===== config.mk =====
export PLATFORM = sky130hd
export DESIGN_NAME = mpts_front
export DESIGN_NICKNAME = d
export VERILOG_FILES = /design/src/rtl/mpts_pkg.sv /design/src/rtl/mpts_front.sv
export SDC_FILE = /design/constraint.sdc
export NUM_CORES = 1
export LEC_CHECK = 0
export ABC_AREA = 0
export BUFFER_PORTS_ARGS = -buffer_cell sky130_fd_sc_hd__buf_2
export CAP_MARGIN = 20
export CELL_PAD_IN_SITES_DETAIL_PLACEMENT = 0
export CELL_PAD_IN_SITES_GLOBAL_PLACEMENT = 1
export CORE_AREA = 3 3 117 108
export DETAILED_ROUTE_END_ITERATION = 6
export DIE_AREA = 0 0 120 111
export PLACE_DENSITY = 0.78
export SKIP_CTS_REPAIR_TIMING = 1
export SLEW_MARGIN = 20
export SYNTH_ARGS = -nofsm -noshare
export SYNTH_HDL_FRONTEND = slang
export SYNTH_SLANG_ARGS = --single-unit

===== constraint.sdc =====
create_clock -name clk -period 10.7 [get_ports clk]
set_input_delay 1.07 -clock clk [delete_from_list [all_inputs] [get_ports clk]]
set_output_delay 1.07 -clock clk [all_outputs]
set_load 0.01 [all_outputs]

===== src/rtl/mpts_pkg.sv =====
// Shared types and constants for the mesh point triangle search block.
package mpts_pkg;

	localparam int COORD_W   = 16;
	localparam int ENTRY_W   = 9;
	localparam int CORNER_W  = 8;
	localparam int TRINUM_W  = 9;
	localparam int VCOUNT_W  = 9;
	localparam int TCOUNT_W  = 10;
	localparam int CFG_W     = 10;
	localparam int CFG_IDX_W = 1;
	localparam int QDEPTH    = 2;

	localparam logic [1:0] CMD_VERTEX   = 2'd0;
	localparam logic [1:0] CMD_TRIANGLE = 2'd1;
	localparam logic [1:0] CMD_QUERY    = 2'd2;

	localparam logic [CFG_IDX_W-1:0] CFG_VERTEX_COUNT   = 1'b0;
	localparam logic [CFG_IDX_W-1:0] CFG_TRIANGLE_COUNT = 1'b1;

	typedef enum logic [1:0] {
		OP_VERTEX,
		OP_TRIANGLE,
		OP_QUERY
	} op_t;

	typedef struct packed {
		op_t                        op;
		logic [ENTRY_W-1:0]         entry;
		logic signed [COORD_W-1:0]  x;
		logic signed [COORD_W-1:0]  y;
		logic [CORNER_W-1:0]        a;
		logic [CORNER_W-1:0]        b;
		logic [CORNER_W-1:0]        c;
	} req_t;

	typedef enum logic [1:0] {
		ST_IDLE,
		ST_WALK,
		ST_DONE
	} state_t;

endpackage


===== src/rtl/mpts_front.sv =====
// Front end: accepts requests, drops the ones with no effect, queues the rest.
module mpts_front #(
	parameter int MAX_VERTICES  = 256,
	parameter int MAX_TRIANGLES = 512
) (
	input  logic                           clk,
	input  logic                           arst_n,
	input  logic                           in_valid,
	output logic                           in_stall,
	input  logic [1:0]                     cmd,
	input  logic [mpts_pkg::ENTRY_W-1:0]   entry,
	input  logic signed [mpts_pkg::COORD_W-1:0] coord_x,
	input  logic signed [mpts_pkg::COORD_W-1:0] coord_y,
	input  logic [mpts_pkg::CORNER_W-1:0]  corner_a,
	input  logic [mpts_pkg::CORNER_W-1:0]  corner_b,
	input  logic [mpts_pkg::CORNER_W-1:0]  corner_c,
	output logic                           q_valid,
	output mpts_pkg::req_t                 q_req,
	input  logic                           q_pop
);
	import mpts_pkg::*;

	req_t       fifo_q [QDEPTH];
	logic       wr_q;
	logic       rd_q;
	logic [1:0] cnt_q;
	req_t       req_d;
	logic       keep;
	logic       push;

	always_comb begin
		req_d.entry = entry;
		req_d.x     = coord_x;
		req_d.y     = coord_y;
		req_d.a     = corner_a;
		req_d.b     = corner_b;
		req_d.c     = corner_c;
		req_d.op    = OP_QUERY;
		keep        = 1'b0;
		unique case (cmd)
			CMD_VERTEX: begin
				req_d.op = OP_VERTEX;
				keep     = 32'(entry) < 32'(MAX_VERTICES);
			end
			CMD_TRIANGLE: begin
				req_d.op = OP_TRIANGLE;
				keep     = 32'(entry) < 32'(MAX_TRIANGLES);
			end
			CMD_QUERY: begin
				req_d.op = OP_QUERY;
				keep     = 1'b1;
			end
			default: begin
				keep = 1'b0;
			end
		endcase
	end

	assign in_stall = (cnt_q == 2'(QDEPTH));
	// drop requests that change nothing
	assign push     = in_valid && !in_stall && keep;
	assign q_valid  = (cnt_q != 2'd0);
	assign q_req    = fifo_q[rd_q];

	always_ff @(posedge clk) begin
		if (push) fifo_q[wr_q] <= req_d;
	end

	always_ff @(posedge clk or negedge arst_n) begin
		if (!arst_n) begin
			wr_q  <= 1'b0;
			rd_q  <= 1'b0;
			cnt_q <= 2'd0;
		end else begin
			if (push) wr_q <= ~wr_q;
			if (q_pop) rd_q <= ~rd_q;
			cnt_q <= cnt_q + 2'(push) - 2'(q_pop);
		end
	end

endmodule


==> parameters.txt <==
Parameter                              Value

Floorplan
  Boundary pin count    140
  Area of the die    0.01332 mm²
  Starting density of the core    44.61%
  Die width    120 µm
  Row cnt    37
  Vert. Die Dim    111 µm
  Core Area    0.01143 mm²

STA
  Max Transition Viols Final    0
  Normalized max-slew margin    40.44%
  Number of hold-slack violations in the final timing report    0
  Slew @ Worst Pin    891.3 ps
  Worst Clk Skew    6.007 ps
  Total negative setup slack    0 ps
  Final period demand of the worst path    3423 ps
  Final cycle utilization of the critical path    31.99%
  Final setup violation count    0
  Unrepaired setup endpoints after global routing    false
  Max Fclk    0.2922 GHz

Setup path
  Depth of the worst register-to-register path    4
  Highest fanout seen on the critical path    38
  Critical register-to-register path endpoint    fifo_q[1][64]
  Startpoint kind of the worst setup timing path    flop
  Setup slack, reg-to-reg    7960 ps
  Startpoint of the worst register-to-register path    cnt_q[1]
  CP Data Required Time    9630 ps
  Crit path kind    flop to output pin
  Worst setup path startpoint    rd_q
  Crit path to    q_req[45]
  Kind of capture point of the worst setup path    output pin
  WP data arrival    2350 ps

Logic synthesis
  Mux contribution to synthesized area    14.79%
  Area share of the largest cell type after synthesis    78.88%
  Post-synth net total    311
  Synthesized netlist cell count    235
  Share of synthesized cell area in full adder, half adder and majority cells    1.226%
  Main combinational cell family by area after synthesis    multiplexers
  Yosys warning count    0
  Simple-gate area share of the yosys netlist    0.7358%
  Summed instance area of the synthesized netlist    0.005101 mm²
  Count of state elements after synthesis    138
  Most area-hungry cell type in the Yosys netlist    edfxtp_1
  Cells taking the most area after synthesis    edfxtp_1, mux2_2, dfrtp_1
  EDFF count, synth    134
  Most repeated cell in the gate-level netlist after synthesis    edfxtp_1
  Most used standard cells in the synthesized netlist    edfxtp_1, mux2_2, inv_1
  Distinct cell type count of the synthesized netlist    16
  Mean Syn Cell Area    21.71 µm²
  Post-Synth XOR/XNOR Area    0.6868%
  Most frequently used flop master after synthesis    edfxtp_1
  Share of flip-flops with an asynchronous set or reset after synthesis    2.899%
  Synthesized-area fraction occupied by ao, oa, aoi and oai cells    0.2208%
  Seq/Total Area, Yosys    80.84%

Final layout
  Fin cells    555
  Synthesis-to-finish area growth    28.08%
  Final layout net count    464
  Layout cell share with drive strength beyond 1    60.65%
  Antenna Diode Count    0
  Fill cell instance count of the final layout    932

GRT
  Largest net degree at the start of global routing    39
  Antenna violations before repair    0
  Global route total overflow    0
  Wire length of the first global-routing pass    14.19 mm
  Total routing usage reported by global routing    14.18%
  Vias in the first global route    2828

Routing
  Routed wirelength normalized by instance count    16.37 µm
  Number of remaining DRC errors    0
  Violation count after the first detailed-route iteration    117
  Vias after detailed routing    2617
  Per-cell via count in the routed design    4.715
  Final wirelength    9.087 mm
  First-pass detailed-route iteration total    4
  Antenna-violating nets left    0

Power
  Pwr per Cell Area    249.0 mW/mm²
  Maximum vdd drop    0.1349 mV
  Reported leakage power    2.458 nW

Place
  Number of cells after detailed placement    525
  HPWL after DPL    6.000 mm
  Input/output buffers    139
  Routability Congestion    0.7357

Clocking
  Largest buffer count on any clock path    2
  Total clock buffers created by CTS    17
  Clock transition at path regs    50 ps
  Worst skew pair latency    400 ps
  CTS H-tree lvls    4
  CTS root buffer    clkbuf_16
  CTS sink cnt    138
  CTS tree    yes

Outcome
  Status    complete, no violations

Flow run
  Max-cap violations    0

Hold path
  Hold Crit Class    primary input to async pin
## how the worst min path moves through the flow
stage	start	to	slack [ps]	depth (start not counted)
after floorplan	cnt_q[1]	cnt_q[1]	460	1
after global placement	cnt_q[1]	cnt_q[1]	490	1
after detailed placement	cnt_q[1]	cnt_q[1]	500	1
after CTS	arst_n	cnt_q[1]	450	1
after global routing	arst_n	cnt_q[1]	450	1
final	arst_n	cnt_q[1]	470	1
## power by group
part           switching, W  internal (W)  total, W  leakage [nW]
combinational      0.000187      0.000189  0.000376         0.926
clock              0.000205      0.000339  0.000544         0.265
sequential        0.0000395      0.000668  0.000707          1.27
total              0.000432       0.00120   0.00163          2.46
## final cells by class
cell class / count / area [µm²] / area share [%]
Sequential cell: 138 / 4125 / 63.14
Clock inverter: 12 / 127.6 / 1.953
Inverter: 6 / 22.52 / 0.3447
Clock buffer: 18 / 429.2 / 6.568
Tap cell: 156 / 195.2 / 2.987
Multi-Input combinational cell: 83 / 915.9 / 14.02
Timing Repair Buffer: 142 / 718.2 / 10.99
## placed cells by master, fill, tap and decap left out, types with 2 or more instances in the layout
master	n
clkinv_4	2
clkinv_2	3
clkbuf_16	17
mux2_2	67
buf_4	3
inv_1	6
buf_2	139
nor2_4	2
clkinvlp_4	3
dfrtp_1	3
xnor2_1	3
ha_1	5
bufinv_16	2
edfxtp_1	134
## cells by family (layout without fill, tap and decap cells)
family / after synthesis / count (layout)
AND/OR/NAND/NOR: 6 / 6
multiplexers: 67 / 67
flip-flops: 138 / 138
adder cells (fa/ha/maj): 5 / 5
buffers and inverters: 14 / 178
XOR/XNOR: 4 / 4
AO/OA/AOI/OAI: 1 / 1
## routing by layer
layer | vias up | wire length (µm) | GRT usage (%)
li1 | 1221 | - | -
met1 | 1270 | 3807 | 17.26
met2 | 114 | 4414 | 22.70
met3 | 12 | 752 | 5.663
met4 | 0 | 113 | 5.496
met5 | - | 0 | 0
## worst max-delay path, cell delays in order (launching register included)
cell,delay (ps)
dfrtp_2,810
buf_4,550
mux2_2,410
buf_2,140
## state kept, by name, indices dropped and copies added (netlist names)
signal,count
wr_q,1
rd_q,1
cnt_q,2
fifo_q,134
## stage by stage
stage               util [%]  hold WS [ps]  cell area, µm²  worst slack (ps)   power, W
finish                 57.14         466.1            6534              7277   0.001627
global route           57.14         448.6            6534              7121   0.001703
CTS                    57.14         450.1            6534              7220   0.001649
detailed placement     52.27         501.1            5977              6909   0.001103
global placement       52.27         486.1            5977              6997   0.001096
floorplan                  -         460.1            5101              5578  0.0009655
(Power assumes the default switching activity.)
